## src/rtl/cstp_pkg.sv

```systemverilog
// shared types and constants of the call stack time profiler
package cstp_pkg;

  localparam int FUNC_COUNT_DEF  = 256;
  localparam int STACK_DEPTH_DEF = 32;
  localparam int TIME_BITS_DEF   = 48;

  localparam int ID_W    = 8;
  localparam int LANG_W  = 4;
  localparam int TS_W    = 48;
  localparam int ACC_W   = 56;
  localparam int CNT_W   = 32;
  localparam int LVL_W   = 6;
  localparam int ACT_W   = 3;
  localparam int STAT_W  = 2;

  localparam logic [ACT_W-1:0] ACT_ENTER      = 3'd0;
  localparam logic [ACT_W-1:0] ACT_EXIT       = 3'd1;
  localparam logic [ACT_W-1:0] ACT_READ       = 3'd2;
  localparam logic [ACT_W-1:0] ACT_READ_CLEAR = 3'd3;
  localparam logic [ACT_W-1:0] ACT_CNT_CLEAR  = 3'd4;
  localparam logic [ACT_W-1:0] ACT_CLEAR_ALL  = 3'd5;

  localparam logic [STAT_W-1:0] ST_DONE     = 2'd0;
  localparam logic [STAT_W-1:0] ST_IGNORED  = 2'd1;
  localparam logic [STAT_W-1:0] ST_DROPPED  = 2'd2;
  localparam logic [STAT_W-1:0] ST_FULL     = 2'd3;

  localparam logic [0:0] REG_TRACE_ENABLE = 1'd0;

  typedef enum logic [1:0] {
    S_IDLE,
    S_READ,
    S_WRITE,
    S_OUT
  } state_t;

  // controller to datapath
  typedef struct packed {
    logic load;     // capture input item
    logic exec;     // memories read data valid, compute and write back
    logic out_set;  // result register loaded
    logic out_clr;  // result taken
  } cmd_t;

  // datapath to controller
  typedef struct packed {
    logic out_full;
  } sts_t;

endpackage

```

## src/rtl/cstp_ctrl.sv

```systemverilog
// sequencing state machine of the profiler
module cstp_ctrl (
  input  logic              clk,
  input  logic              rst,
  input  logic              in_valid,
  output logic              in_ready,
  input  logic              out_ready,
  input  cstp_pkg::sts_t    sts,
  output cstp_pkg::cmd_t    cmd
);

  cstp_pkg::state_t state, state_next;

  // state register
  always_ff @(posedge clk) begin
    if (rst) begin
      state <= cstp_pkg::S_IDLE;
    end else begin
      state <= state_next;
    end
  end

  // next state
  always_comb begin
    state_next = state;
    unique case (state)
      cstp_pkg::S_IDLE: begin
        if (in_valid) state_next = cstp_pkg::S_READ;
      end
      cstp_pkg::S_READ:  state_next = cstp_pkg::S_WRITE;
      cstp_pkg::S_WRITE: state_next = cstp_pkg::S_OUT;
      cstp_pkg::S_OUT: begin
        if (out_ready) state_next = cstp_pkg::S_IDLE;
      end
      default: state_next = cstp_pkg::S_IDLE;
    endcase
  end

  // outputs
  always_comb begin
    in_ready    = 1'b0;
    cmd         = '0;
    unique case (state)
      cstp_pkg::S_IDLE: begin
        in_ready = 1'b1;
        cmd.load = in_valid;
      end
      // memories are read at the end of this cycle
      cstp_pkg::S_READ: ;
      cstp_pkg::S_WRITE: begin
        cmd.exec    = 1'b1;
        cmd.out_set = 1'b1;
      end
      cstp_pkg::S_OUT:   cmd.out_clr = out_ready && sts.out_full;
      default: ;
    endcase
  end

endmodule

```

## config.mk

```make
export PLATFORM = sky130hd
export DESIGN_NAME = cstp_ctrl
export DESIGN_NICKNAME = d
export VERILOG_FILES = /design/src/rtl/cstp_pkg.sv /design/src/rtl/cstp_ctrl.sv
export SDC_FILE = /design/constraint.sdc
export NUM_CORES = 1
export LEC_CHECK = 0
export ABC_AREA = 1
export BUFFER_PORTS_ARGS = -buffer_cell sky130_fd_sc_hd__buf_2
export CORE_AREA = 2 2 39 41
export CTS_CLUSTER_DIAMETER = 150
export DETAILED_ROUTE_END_ITERATION = 6
export DIE_AREA = 0 0 41 43
export PLACE_DENSITY_LB_ADDON = 0.08
export SETUP_SLACK_MARGIN = 0.1
export SYNTH_ARGS = -nofsm -noshare
export SYNTH_HDL_FRONTEND = slang
export SYNTH_SLANG_ARGS = --single-unit
```

## constraint.sdc

```tcl
create_clock -name clk -period 1.9 [get_ports clk]
set_input_delay 0.19 -clock clk [delete_from_list [all_inputs] [get_ports clk]]
set_output_delay 0.19 -clock clk [all_outputs]
set_load 0.01 [all_outputs]
```

# Word-level counts from Yosys, hierarchy flattened
# Index checks and enable logic that the tools add are counted.
[op_classes]
addsub = 0
n_mul = 0
n_div = 0
magnitude_cmp = 0
eq_ne = 5
shift = 0
mux = 7
n_bitwise = 0
n_reduce_logical = 3
[op_table]
columns = ["cell", "count"]
rows = [
  ["case mux 2 bit (4 select lines)", 1],
  ["two-way mux 2 bit", 3],
  ["== test 2 bit, second input constant", 2],
  ["inequality test 2 bit, second input constant", 2],
  ["two-way mux 1 bit", 3],
  ["== test 2 x 1 -> 1 bit, second input constant", 1],
  ["zero test 2 bit", 1],
  ["AND reduction 2 bit", 1],
  ["logical AND 1 bit", 1],
]
[totals]
register_bits = 2
latchBits = 0
ram_bits = 0
mem_bits_ro = 0
mem_count = 0

# Logic depth before layout (Yosys ltp)
[depth]
depth_word = 3
mapped_depth = 6
ltp_nobuf = 6

# Least setup slack after synthesis
# OpenSTA, ideal clock, no wires.
[synth_timing]
kind = "reg-to-reg"
startpoint = "reg state[0]"
endpoint = "reg state[1]"
setup_ps = 115
arrival_time_ps = 899
setup_slack_ps = 886
stages_incl_launch_ff = 6
synth_period_minus_slack_ps = 1014
cell_sequence = "dfxtp_1 > inv_1 > ha_1 > nand2_2 > a21oi_1 > nor2_1"
[synth_between]
elab_chain_cells = 3
elab_cells_between_ends = 8
[synth_lines]
columns = ["element", "line_no", "text"]
rows = [
  ["start: declaration", "cstp_ctrl.sv:12", "cstp_pkg::state_t state, state_next;"],
  ["start signal: assignment", "cstp_ctrl.sv:17", "state <= cstp_pkg::S_IDLE;"],
  ["start signal: assignment", "cstp_ctrl.sv:19", "state <= state_next;"],
  ["== test 2 bit / zero test 2 bit (equally long branches)", "cstp_ctrl.sv:26", "unique case (state)"],
  ["inequality test 2 bit (no line)", "--", ""],
  ["AND reduction 2 bit (no line)", "--", ""],
]
# Parallel ways exist; a longest one is shown, timed or not.
# A chain may end at the register's enable or synchronous reset.

==> run_results.csv <==
group,metric,value,unit
outcome,status,"finished, final reports clean",
critical_path,end_kind,"output pin",
synth,synthTopCellsByCount,"inv_1, nand2_1, ha_1, nor2_1",
critical_path,crit_type,"flip-flop to output pin",
critical_path,r2r_slack,0.86,ns
synth,synth-seq-cells,2,
finish,syn_to_final_growth,45.4,%
power_and_ir_drop,power_density,1420,mW/mm²
sta,fmax,773,MHz
critical_path,reg2reg_to,"state[0]",
clock_network,cts_sinks,2,
critical_path,r2r-start,"state[0]",
clock_network,cts_tree,"built",
placed_design,port_buffers,9,
sta,hold_viol,0,
routing,first_pass_iters,2,
clock_network,clk_path_buf_depth,2,
sta,skew,0.00109,ns
finish,finalInstanceArea,256,µm²
global_route,grt_pass1_vias,175,
routing,ant_nets,0,
sta,drv_slew,0,
finish,largest-register,"state",
synth,syn_area,176,µm²
sta,min_period,1.29,ns
min_path,min_to,"state[1]",
finish,fillers,173,
clock_network,h-tree-depth,1,
clock_network,cts_root_buf,"clkbuf_4",
min_path,min_from,"rst",
die,num_io_pins,10,
global_route,grt_pass1_wl,558,µm
global_route,grt_usage,5.01,%
routing,drc,0,
synth,synth_area_leader_cell,"dfxtp_1",
clock_network,cts_setup_buffers,0,
finish,top_regs,"state (2)",
power_and_ir_drop,p_int,0.000217,W
placed_design,place_area,234,µm²
critical_path,critical_path.startpoint_type,"flip-flop",
sta,post-route-period-util,68.1,%
power_and_ir_drop,switching_share,40.6,%
clock_network,cts_hold_buffers,0,
power_and_ir_drop,clkPwrFrac,25.4,%
critical_path,cp_max_fo,4,
critical_path,r2r_cells,6,
synth,synth-edff-count,0,
power_and_ir_drop,p_seq_share,21.1,%
critical_path,required,1.71,ns
min_path,min-delay-path-class,"input pin to flip-flop",
global_route,grt_max_degree,5,
synth,postSynthAreaPerCell,6.79,µm²
synth,synthTopCellsByArea,"dfxtp_1, ha_1, inv_1",
global_route,antenna_found_initial,0,
sta,rsz0062_at_grt,"false",
synth,synth_nets,34,
routing,viasPerCell,3.40,
power_and_ir_drop,leakage,0.163,nW
routing,drt_iter0_markers,4,
placed_design,place_congestion,0.582,
synth,synth_most_common_cell,"inv_1",
routing,drt-total-wl,340,µm
placed_design,hpwl,285,µm
power_and_ir_drop,p_sw,0.000148,W
synth,synth-main-ff-cell,"dfxtp_1",
finish,largest_reg_flops,2,
power_and_ir_drop,pwr-share-comb,53.5,%
finish,regArea,40.0,µm²
die,row_count,14,
die,design.die.area,0.00176,mm²
die,die_y,43,µm
clock_network,cts_resized,0,
critical_path,worstPathArrival,1.10,ns
synth,synth_cells,26,
global_route,gr-total-overflow,0,
min_path,min_path_cells,4,
synth,ys_warn_count,0,
routing,dr_total_vias,180,
synth,async_flop_share,0,%
sta,setup_viol,0,
finish,nets,47,
finish,multi_input_area,103,µm²
finish,drive_gt1_share,40.5,%
finish,diodes,0,
clock_network,cts_buffers,3,
clock_network,clk_pin_slew_worst_paths,0.03,ns
synth,synth_top_area_share,22.7,%
power_and_ir_drop,vdd.ir_drop.worst,0.314,mV
synth,yosysUniqueCellTypes,10,
die,start_util,12.7,%
routing,wl_per_cell,6.42,µm
sta,slew_headroom,90.8,%
job,maxCapViolCount,0,
sta,tns,0,ns
die,core-area,0.00138,mm²
die,die_w,41,µm
clock_network,clk-insertion-delay-late,0.22,ns
sta,worst_slew_pin_slew,0.138,ns
synth,ys_seq_area_share,22.7,%
[area by class of cell]
class / instances / area share (%)
repair buffers: 9 / 17.6
inverters: 7 / 10.2
flip-flops and latches: 2 / 15.6
clock buffers: 3 / 8.78
well taps: 16 / 7.80
multi-input cells: 16 / 40.0
[cell families after synthesis]
logic type | count (synthesis) | synth area share (%)
AO/OA/AOI/OAI | 2 | 5.67
AND/OR/NAND/NOR | 11 | 31.2
flip-flops | 2 | 22.7
adder cells (fa/ha/maj) | 3 | 21.3
buffers and inverters | 8 | 19.2
[how the worst max path moves through the flow]
stage | from | end | slack, ns
2_1_floorplan | state[0] | state[1] | 0.89
3_3_place_gp | state[0] | cmd[3] | 0.82
3_5_place_dp | state[0] | cmd[3] | 0.82
4_1_cts | state[0] | cmd[3] | 0.58
5_1_grt | state[0] | cmd[3] | 0.51
6_report | state[0] | cmd[3] | 0.61
[stage by stage]
step,instances,hold WS (ns),worst slack (ns),utilization (%),power [W]
global route,53,0.220,0.513,18.5,0.000418
detailed placement,50,0.444,0.823,16.9,0.000280
finish,53,0.213,0.606,18.5,0.000365
floorplan,26,0.345,0.886,-,0.000232
CTS,53,0.205,0.581,18.5,0.000380
global placement,50,0.452,0.822,16.9,0.000284
[power groups by stage]
stage                     combinational, W  sequential (W)   clock, W
after detailed placement          0.000202       0.0000782          0
after global routing              0.000233       0.0000799   0.000105
after CTS                         0.000202       0.0000775   0.000100
after floorplan                   0.000158       0.0000737          0
final                             0.000195       0.0000772  0.0000926
after global placement            0.000204       0.0000801          0
[metal layers]
metal  routed length, µm  GRT usage [%]
met5                   0              0
met4                   0           6.00
met3                  28           1.57
met2                 184           7.81
met1                 127           4.14
[worst max-delay path, cell delays in order, from the launching register on]
cell and delay (ns):
dfxtp_1 0.35, inv_1 0.07, ha_1 0.24, nand2_1 0.07, inv_1 0.03, buf_2 0.12
[cells in the final DEF, fill, tap and decap left out]
master	instances
nor2_1	3
nand2_1	4
ha_1	3
dfxtp_1	2
nand2_2	2
clkbuf_4	3
buf_2	9
and3_1	1
a21oi_1	2
inv_1	7
nand3_2	1
Power figures use the tool's default switching activity.
